<file path="src/sv/shn_pkg.sv">
`default_nettype none
package shn_pkg;

    localparam int SHN_MAX_POINTS = 64;

    // Shared divider: numerator, denominator and quotient widths.
    localparam int SHN_NUM_W = 37;
    localparam int SHN_DEN_W = 25;
    localparam int SHN_Q_W   = 17;

    typedef struct packed {
        logic [SHN_Q_W-1:0] quot;
        logic               ovf;
    } t_div_res;

endpackage
`default_nettype wire

</file>
<file path="src/sv/shn_div.sv">
`default_nettype none
// Restoring divider, one quotient bit per cycle. The quotient is flagged as overflowed
// when it does not fit in SHN_Q_W bits; the bits are then meaningless.
module shn_div (
    input  wire logic                          i_clk,
    input  wire logic                          i_rst_n,
    input  wire logic                          i_start,
    input  wire logic [shn_pkg::SHN_NUM_W-1:0] i_num,
    input  wire logic [shn_pkg::SHN_DEN_W-1:0] i_den,
    output logic                               o_busy,
    output logic                               o_done,
    output shn_pkg::t_div_res                  o_res
);
    localparam int NW = shn_pkg::SHN_NUM_W;
    localparam int DW = shn_pkg::SHN_DEN_W;
    localparam int QW = shn_pkg::SHN_Q_W;
    localparam int SW = DW + QW;
    localparam int CNT_W = $clog2(QW);

    logic [NW-1:0]    r_rem;
    logic [SW-1:0]    r_dsh;
    logic [QW-1:0]    r_q;
    logic             r_ovf;
    logic [CNT_W-1:0] r_cnt;
    logic             r_run;
    logic             r_done;
    logic             w_ge;

    assign w_ge = {{(SW-NW){1'b0}}, r_rem} >= r_dsh;

    always_ff @(posedge i_clk) begin
        if (!i_rst_n) begin
            r_run  <= 1'b0;
            r_done <= 1'b0;
        end else begin
            r_done <= 1'b0;
            if (i_start) begin
                r_run <= 1'b1;
                r_cnt <= CNT_W'(QW - 1);
                r_rem <= i_num;
                r_dsh <= {1'b0, i_den, {(QW-1){1'b0}}};
                r_q   <= '0;
                r_ovf <= {{(SW-NW){1'b0}}, i_num} >= {i_den, {QW{1'b0}}};
            end else if (r_run) begin
                if (w_ge) begin
                    r_rem <= r_rem - r_dsh[NW-1:0];
                end
                r_q   <= {r_q[QW-2:0], w_ge};
                r_dsh <= r_dsh >> 1;
                r_cnt <= r_cnt - 1'b1;
                if (r_cnt == '0) begin
                    r_run  <= 1'b0;
                    r_done <= 1'b1;
                end
            end
        end
    end

    assign o_busy     = r_run;
    assign o_done     = r_done;
    assign o_res.quot = r_q;
    assign o_res.ovf  = r_ovf;

endmodule
`default_nettype wire

</file>
<file path="config.mk">
export PLATFORM = sky130hd
export DESIGN_NAME = shn_div
export DESIGN_NICKNAME = d
export VERILOG_FILES = /design/src/sv/shn_pkg.sv /design/src/sv/shn_div.sv
export SDC_FILE = /design/constraint.sdc
export NUM_CORES = 1
export LEC_CHECK = 0
export BUFFER_PORTS_ARGS = -buffer_cell sky130_fd_sc_hd__buf_2
export CAP_MARGIN = 0
export CORE_AREA = 8 8 124 126
export CTS_CLUSTER_DIAMETER = 40
export DETAILED_ROUTE_END_ITERATION = 16
export DIE_AREA = 0 0 132 134
export PLACE_DENSITY = 0.8
export SLEW_MARGIN = 20
export SYNTH_ARGS = -nofsm -noshare
export SYNTH_HDL_FRONTEND = slang
export SYNTH_SLANG_ARGS = --single-unit
</file>
<file path="constraint.sdc">
create_clock -name i_clk -period 4 [get_ports i_clk]
set_input_delay 0.2 -clock i_clk [delete_from_list [all_inputs] [get_ports i_clk]]
set_output_delay 0.2 -clock i_clk [all_outputs]
set_load 0.02 [all_outputs]
</file>
==> results of run 1 <==
==> path summary, 6_finish.rpt <==
check | startpoint | end | slack [ps] | depth (start not counted)
worst min register to register | r_cnt[4] | o_done | 530 | 1
worst max register to register | r_rem[22] | r_rem[12] | 850 | 9
worst max-delay path | r_rem[22] | r_rem[12] | 850 | 9
worst min-delay path | i_den[17] | r_dsh[33] | 130 | 3
==> power breakdown <==
group	internal, mW	switching (mW)	total (mW)
Sequential	1.31	0.0296	1.33
Combinational	0.325	0.553	0.878
Clock	0.450	0.472	0.922
Total	2.08	1.05	3.13
==> state kept, by name (all words and copies together) (netlist names) <==
signal,flops
r_cnt,5
r_ovf,1
o_done,1
r_dsh,41
r_rem,37
o_busy,1
r_q,17
==> routing by layer <==
| metal | up-vias | track usage (%) | wire length, um |
|---|---|---|---|
| li1 | 2915 | - | - |
| met4 | 0 | 8.30 | 453 |
| met5 | - | 0 | 0 |
| met1 | 2709 | 23.7 | 7770 |
| met2 | 155 | 32.8 | 8230 |
| met3 | 38 | 4.60 | 875 |
==> cell type report <==
| class | instances | area [um^2] | area share (%) |
|---|---|---|---|
| multi-input cells | 570 | 3630 | 45.6 |
| flip-flops and latches | 103 | 3070 | 38.6 |
| repair buffers | 89 | 473 | 5.94 |
| inverters | 67 | 251 | 3.16 |
| clock buffers | 9 | 225 | 2.83 |
| well taps | 180 | 225 | 2.83 |
| clock inverters | 7 | 83.8 | 1.05 |
==> cell families after synthesis <==
logic type,after synthesis
xor gates and xnor gates,29
adders and majority gates,59
AOI/OAI and AO/OA,209
DFF,103
buffers and inverters,96
muxes,4
and+or+nand+nor,269
==> per-stage QoR <==
| step | instances | utilization, % | setup slack [ps] | hold slack, ps | area, um^2 |
|---|---|---|---|---|---|
| 3_3_place_gp | 1009 | 56.7 | 992 | 495 | 7650 |
| 4_1_cts | 1025 | 58.9 | 876 | 122 | 7960 |
| 5_1_grt | 1025 | 58.9 | 587 | 137 | 7960 |
| 3_5_place_dp | 1009 | 56.7 | 894 | 503 | 7650 |
| 6_report | 1025 | 58.9 | 845 | 128 | 7960 |
| 2_1_floorplan | 769 | - | 52.0 | 366 | 7060 |
==> worst max-delay path, cell delays in order (launching register included) <==
cell and delay, ps:
edfxtp_1 370, ha_1 460, nand2_1 160, nor2_1 260, nand3_1 200, nor4_2 340
a31o_2 210, a311oi_1 70, o21ai_4 440, buf_4 330
==> Yosys cell counts (2+ instances only) <==
master,count,area (um^2)
a2111oi_2,2,30.0
nor3b_1,2,15.0
dfxtp_1,2,40.0
and4_1,2,17.5
o211ai_1,5,37.5
a211oi_1,7,52.6
o21a_1,7,52.6
and2_1,3,18.8
nand2_1,107,402
nor4_2,2,25.0
o21ai_0,78,390
xnor2_1,14,123
edfxtp_1,101,3030
or3_1,2,12.5
nor2_1,57,214
nor2b_1,25,156
xor2_1,15,131
or2_2,2,12.5
o31ai_2,3,37.5
a311oi_1,3,26.3
a21boi_0,3,22.5
nand4_1,16,100
nor3_1,22,110
buf_1,4,15.0
and3b_1,2,17.5
nor4_1,7,43.8
nand3_1,9,45.0
clkbuf_2,2,10.0
a211oi_2,2,25.0
clkbuf_1,18,67.6
ha_1,58,726
o31ai_1,8,60.1
a21o_1,9,67.6
buf_2,4,20.0
inv_1,67,251
o21ai_1,12,60.1
a21oi_1,56,280
nand2b_1,6,37.5
mux2_2,4,45.0
nor4b_1,3,26.3
==> results_dict.tcl, run 1 <==
set metrics [dict create \
    io_pins 85 \
    tightest_slew_ps 832 \
    num-nets-final 964 \
    power_leakage_nw 3.26 \
    syn2layout_area_growth_pct 12.8 \
    max_cap_violations 0 \
    period_share_pct 78.9 \
    die_w_um 132 \
    fin_worst_skew_ps 10.7 \
    cts.sinks 103 \
    fin_crit_ps 3150 \
    setup_viol 0 \
    cts.path.max_buffers 2 \
    ctsHtreeMaxLevel 3 \
    required_ps 4060 \
    power_per_cell_area_nw_per_um2 394 \
    globalRouteOverflowTotal 0 \
    start_util_pct 52.3 \
    synth-seq-cells 103 \
    arrival_ps 3220 \
    synthMuxAreaShare_pct 0.638 \
    synth_cell_type_count 58 \
    grt_use_total_pct 19.6 \
    maxSlewViolCount 0 \
    place_congestion 0.925 \
    synth_edf_count 101 \
    core.rowCount 43 \
    setup_tns_ps 0 \
    first_global_vias 5763 \
    cts_tree "done" \
    die-area_um2 17700 \
    post_cts_buffers 0 \
    core_area_um2 13500 \
    ir_drop_v 0.000182 \
    syn_area_um2 7060 \
    final_common_cell "nand2_1" \
    fill_cells 1220 \
    cts-root-buf "clkbuf_16" \
    rsz0062_at_grt "false" \
    grt_pass1_wl_um 28000 \
    outcome "finished, final reports clean" \
    cp-end-kind "register" \
    yosysWarnings 0 \
    hp-class "input pin to register" \
    die_h_um 134 \
    path_class "register to register" \
    finalHoldViolCount 0 \
    clk_latency_ps 370 \
    grt_max_degree 96 \
    dr.pass1.iters 5 \
    routedWlPerCell_um 16.9 \
    total_power_mw 3.13 \
    cp_max_fo 13 \
    synth-compound-area-share_pct 18.4 \
    syn_inst 769 \
    synthFlopType "edfxtp_1" \
    synth_top_family_by_area "compound AO/OA/AOI/OAI gates" \
    vias 5817 \
    start_kind "register" \
    portBuffers 84 \
    synth_nets 893 \
    post_cts_resize_count 0 \
    dp_hpwl_um 13400 \
    cts_hold_buffers 0 \
    ant_nets 0 \
    ys_seq_area_share_pct 43.5 \
    drt_iter0_drc 432 \
    postSynthAreaPerCell_um2 9.18 \
    clkTransAtPathRegs_ps 80 \
    viasPerCell 5.68 \
    drive_gt1_share_pct 15.1 \
    synth_xor_xnor_area_share_pct 3.60 \
    fmaxAchievable_mhz 317 \
    slew_headroom_pct 44.5 \
    numCtsBuffers 9 \
    yosys.area_share.simple_pct 18.0 \
    routed_wl_um 17300 \
    antenna_found_initial 0 \
    antenna_cells 0 \
    synthArstFlopShare_pct 0 \
    mostFrequentLayoutCells "nand2_1 (106), edfxtp_1 (101), buf_2 (83)" \
    yosys.area_share.adder_pct 10.6 \
    drc 0 \
]
No activity file was read; power rests on OpenSTA's default activity.
==> inputs of run 2 (changes only) <==
Clock period 4 ns to 2.6 ns, I/O delays scaled along.
==> run 2 against run 1 <==
  * The run now ends with setup timing left
  * Register-to-register slack got worse by 890 ps
  * Non-clock buffer count rose by 56
  * Worst hold slack got worse by 78 ps
  * Utilization rose by 6.9 points
  * Largest power group unchanged
  * Clock power rose by 68%
  * Critical path type unchanged
  * Largest cell class unchanged
  * First-iteration DRC count rose by 47%
  * Sequential share of layout area fell by 4.1 points
  * Sequential power rose by 56%
  * Cell area rose by 12%
  * Cell count rose by 5.5%
==> results_dict.tcl, run 2 (synthesis gave the netlist of run 1 again) <==
set metrics [dict create \
    outcome "complete, but fails checks" \
    failed_checks "setup timing" \
    r2r_slack_ps -50 \
    routedWlPerCell_um 17.9 \
    grt_pass1_wl_um 30500 \
    vias 6265 \
    r2r_start "r_rem[28]" \
    max_cap_violations 0 \
    ctsHtreeMaxLevel 3 \
    viasPerCell 5.80 \
    start_util_pct 52.3 \
    fin_crit_ps 2650 \
    mostFrequentLayoutCells "nand2_1 (104), edfxtp_1 (101), buf_2 (83)" \
    clkTransAtPathRegs_ps 80 \
    hold_ws_ps 49.3 \
    grt_use_met1_pct 25.6 \
    routed_wl_um 19400 \
    cp_slowest_stage_delay_ps 420 \
    power_leakage_nw 3.61 \
    largest_register_ff_count 41 \
    antenna_cells 0 \
    fill_cells 1078 \
    finalHoldViolCount 0 \
    grt_util_met3_pct 3.52 \
    dp_hpwl_um 13900 \
    cts.sinks 103 \
    setup_slack_ps -47.4 \
    crit_chain "ha_4 > nand4_1 > or3_4 > nor3_4 > nor2b_4 > a311oi_2 > buf_4 > o21ai_4 > buf_6 > clkbuf_16" \
    arrival_ps 2730 \
    grt_use_total_pct 21.3 \
    clk_latency_ps 370 \
    ant_nets 0 \
    num-nets-final 1020 \
    die_h_um 134 \
    start_kind "register" \
    final_util_pct 65.9 \
    numCtsBuffers 9 \
    power_per_cell_area_nw_per_um2 598 \
    total_power_mw 5.32 \
    globalRouteMet2Util_pct 36.7 \
    setup_viol 37 \
    drt_iter0_drc 634 \
    antenna_found_initial 0 \
    cts.path.max_buffers 2 \
    core_area_um2 13500 \
    path_delay_family "simple AND/OR/NAND/NOR gates" \
    holdPathEnd "r_dsh[28]" \
    die-area_um2 17700 \
    rsz0062_at_grt "true" \
    tightest_slew_ps 543 \
    dr.pass1.iters 5 \
    grt_max_degree 133 \
    ir_drop_v 0.000306 \
    cts-root-buf "clkbuf_16" \
    top_usage_layer "met2" \
    biggestRegsByFlops "r_dsh x41, r_rem x37, r_q x17" \
    crit_slowest_cell "edfxtp_1" \
    core.rowCount 43 \
    drive_gt1_share_pct 27.7 \
    regMostFlops "r_dsh" \
    cp_max_fo 7 \
    die_w_um 132 \
    drc 0 \
    reg2reg_depth 10 \
    hold_path_depth 3 \
    final_common_cell "nand2_1" \
    r2r_end "r_rem[7]" \
    first_global_vias 6328 \
    path_class "register to register" \
    required_ps 2680 \
    cts_hold_buffers 0 \
    maxSlewViolCount 0 \
    syn2layout_area_growth_pct 26.1 \
    placed_cells 1050 \
    fin_cells 1081 \
    cp-end-kind "register" \
    fmaxAchievable_mhz 378 \
    fin_worst_skew_ps 13.1 \
    slew_headroom_pct 63.8 \
    min_from "i_den[12]" \
    setup_tns_ps -830 \
    crit_buf_inv 3 \
    portBuffers 84 \
    hp-class "input pin to register" \
    globalRouteOverflowTotal 0 \
    place_congestion 0.937 \
    cts_tree "done" \
    io_pins 85 \
    period_share_pct 102 \
]
==> run 2: cell count changes in the layout (fill, tap and decap cells not counted), moves of 4 or more <==
cell	previous run	this run
a21oi_2	1	12
o21ai_2	0	4
ha_2	0	6
buf_4	5	52
ha_1	58	39
o21ai_0	78	72
inv_2	0	4
buf_6	0	4
a21oi_1	56	44
nor2_1	57	52
ha_4	0	13
inv_1	67	63
==> run 2: worst max path at each step <==
stage	start	end	slack (ps)	depth (start not counted)
3_3_place_gp	r_rem[3]	r_rem[29]	20	10
5_1_grt	r_dsh[11]	r_rem[7]	-140	11
6_report	r_rem[28]	r_rem[7]	-50	10
2_1_floorplan	r_rem[27]	r_rem[0]	-140	8
3_5_place_dp	r_dsh[0]	r_rem[22]	-40	10
4_1_cts	r_dsh[23]	r_rem[34]	0.5	9
==> run 2: cell type report <==
cell class / instances / area [um^2] / area share [%]
Sequential cell: 103 / 3070 / 34.5
Multi-Input combinational cell: 570 / 4020 / 45.2
Tap cell: 180 / 225 / 2.53
Timing Repair Buffer: 145 / 991 / 11.1
Inverter: 67 / 251 / 2.83
Clock buffer: 9 / 225 / 2.53
Clock inverter: 7 / 111 / 1.25
==> run 2: where the power goes <==
part           switching [mW]  internal [mW]
logic                   0.975          0.723
registers              0.0562           2.01
clock network           0.687          0.867
total                    1.72           3.60
==> run 2: worst register-to-register path, delay by kind of cell (launching register included) <==
kind,cells,cell delay [ps]
AOI/OAI and AO/OA,2,240
adders and majority gates,1,330
buffers and inverters,3,490
DFF,1,420
and+or+nand+nor,4,890
==> run 2: metal layers <==
metal  vias to the layer above  part of all wire (%)
li1                       3022                     -
met4                         0                   3.8
met1                      2989                    42
met2                       199                    49
met5                         -                     0
met3                        55                   5.2
==> run 2: timing repair <==
action                                  4_1_cts  5_1_grt
resized for setup                            42       47
pin swaps                                    12       10
endpoints found under the hold margin         0        0
endpoints found under the setup margin       40       54
cloned                                        2        1
setup buffers                                10        2
==> run 2: through the flow <==
| stage | area [um^2] | setup WS, ps |
|---|---|---|
| finish | 8900 | -47.4 |
| global route | 8900 | -136 |
| CTS | 8660 | 0.464 |
| detailed placement | 7990 | -43.6 |
| global placement | 7990 | 18.4 |
| floorplan | 7110 | -138 |
==> inputs of run 3 (changes only) <==
Settings changed: CORE_AREA 8 8 124 126 to 8 8 123 125, DIE_AREA 0 0 132 134 to 0 0 131 133, PLACE_DENSITY 0.8 to 0.79.
Clock period 2.6 ns to 3.1 ns, I/O delays scaled along.
==> run 3 against run 2 <==
  * The run now ends clean
  * Clock skew is 4.4 ps lower
  * Global-route usage fell by 0.99 points
  * Register-to-register slack improved by 320 ps
  * Sequential cell count unchanged
  * Via count shrank 6.0%
  * Critical endpoint is now r_rem[15]
  * Sequential share of layout area grew 4.0 points
  * Clock power down 25%
  * Largest cell class unchanged
  * Power decreased by 24%
  * Combinational power is 34% lower
  * Clock-buffer cell count unchanged
  * Die area is 1.5% lower
  * Worst hold slack gained 35 ps
==> results_dict.tcl, run 3 (synthesis gave the netlist of run 1 again) <==
set metrics [dict create \
    outcome "finished, final reports clean" \
    grt_pass1_wl_um 28200 \
    clk_latency_ps 370 \
    ctsHtreeMaxLevel 3 \
    hold_ws_ps 84.2 \
    drc 0 \
    fin_worst_skew_ps 8.65 \
    dp_hpwl_um 13100 \
    power_frac_comb_pct 28.2 \
    post_cts_buffers 0 \
    fill_cells 1131 \
    min_from "i_den[8]" \
    numCtsBuffers 9 \
    globalRouteOverflowTotal 0 \
    arrival_ps 2900 \
    core.rowCount 42 \
    cts-root-buf "clkbuf_16" \
    portBuffers 84 \
    largest_register_ff_count 41 \
    start_kind "register" \
    slew_headroom_pct 56.2 \
    hold_path_depth 3 \
    post_cts_resize_count 0 \
    period_share_pct 91.3 \
    grt_max_degree 66 \
    antenna_cells 0 \
    power_leakage_nw 3.27 \
    drive_gt1_share_pct 15.2 \
    cts.path.max_buffers 2 \
    maxSlewViolCount 0 \
    place_congestion 0.915 \
    intPower_mw 2.69 \
    rsz0062_at_grt "false" \
    syn2layout_area_growth_pct 13.1 \
    dr.pass1.iters 5 \
    r2r_start "r_rem[22]" \
    holdPathEnd "r_dsh[24]" \
    num-nets-final 965 \
    cts.sinks 103 \
    drt_iter0_drc 422 \
    path_class "register to register" \
    cp-end-kind "register" \
    first_global_vias 5816 \
    io_pins 85 \
    power_frac_clock_pct 29.0 \
    r2r_end "r_rem[15]" \
    fmaxAchievable_mhz 354 \
    vias 5888 \
    reg2reg_depth 9 \
    viasPerCell 5.76 \
    mostFrequentLayoutCells "nand2_1 (106), edfxtp_1 (101), buf_2 (83)" \
    finalHoldViolCount 0 \
    switching_power_mw 1.34 \
    r2r_slack_ps 270 \
    start_util_pct 53.9 \
    cts_hold_buffers 0 \
    biggestRegsByFlops "r_dsh x41, r_rem x37, r_q x17" \
    core_area_um2 13100 \
    cp_max_fo 20 \
    power_per_cell_area_nw_per_um2 504 \
    seq_power_share_pct 42.8 \
    tightest_slew_ps 655 \
    regMostFlops "r_dsh" \
    grt_use_total_pct 20.3 \
    die_h_um 133 \
    antenna_found_initial 1 \
    die_w_um 131 \
    max_cap_violations 0 \
    ant_nets 0 \
    die-area_um2 17400 \
    cts_tree "done" \
    required_ps 3170 \
    clkTransAtPathRegs_ps 80 \
    p_sw_share_pct 33.3 \
    final_common_cell "nand2_1" \
    routed_wl_um 17000 \
    hp-class "input pin to register" \
    fin_crit_ps 2830 \
    setup_viol 0 \
    routedWlPerCell_um 16.6 \
    ir_drop_v 0.000246 \
    setup_tns_ps 0 \
]
## run 3: cell count changes in the layout (fill, tap and decap cells not counted), sizes merged
cell	change
buf	-53
bufbuf	-1
bufinv	-2
clkbuf	-1
clkinv	+1
inv	+1
## run 3: area by class of cell
type / instances / area (um^2) / share of cell area, %
Clock buffer: 9 / 225 / 2.82
Clock inverter: 7 / 78.8 / 0.987
Inverter: 67 / 251 / 3.15
Multi-Input combinational cell: 570 / 3630 / 45.5
Sequential cell: 103 / 3070 / 38.5
Tap cell: 176 / 220 / 2.76
Timing Repair Buffer: 90 / 505 / 6.33
## run 3: per-layer routing
metal / vias up / share of wire (%) / track usage (%)
met5: - / 0 / 0
met4: 0 / 2.1 / 7.79
met3: 34 / 6.1 / 3.21
met2: 182 / 46 / 32.7
met1: 2759 / 45 / 26.6
li1: 2913 / - / -
## run 3: critical path: stages (launching register included)
cell and delay [ps]:
edfxtp_1 380, ha_1 470, nand2_1 160, nor2_1 250, nand3_1 190, nor4_2 360
a31o_2 210, a311oi_1 70, o21ai_4 230, buf_12 200
## run 3: worst max path at each step
| stage | start | endpoint |
|---|---|---|
| 3_5_place_dp | r_rem[3] | r_rem[17] |
| 4_1_cts | r_rem[3] | r_rem[15] |
| 3_3_place_gp | r_rem[28] | r_rem[19] |
| 6_report | r_rem[22] | r_rem[15] |
| 2_1_floorplan | r_rem[27] | r_rem[0] |
| 5_1_grt | r_rem[3] | r_rem[15] |
## run 3: power groups by stage
stage / sequential (mW) / clock (mW) / combinational [mW]
3_5_place_dp: 1.75 / 0 / 1.12
4_1_cts: 1.72 / 1.18 / 1.13
6_report: 1.72 / 1.17 / 1.13
2_1_floorplan: 1.77 / 0 / 0.793
3_3_place_gp: 1.75 / 0 / 1.10
5_1_grt: 1.73 / 1.23 / 1.27
## run 3: metrics by stage
stage | total power [mW] | instance area [um^2] | setup slack, ps | utilization, % | cells
after floorplan | 2.57 | 7070 | 194 | - | 769
after global placement | 2.85 | 7680 | 422 | 58.7 | 1006
after detailed placement | 2.87 | 7680 | 334 | 58.7 | 1006
after CTS | 4.03 | 7980 | 309 | 61.0 | 1022
after global routing | 4.23 | 7980 | 63.0 | 61.0 | 1022
final | 4.02 | 7980 | 271 | 61.0 | 1022
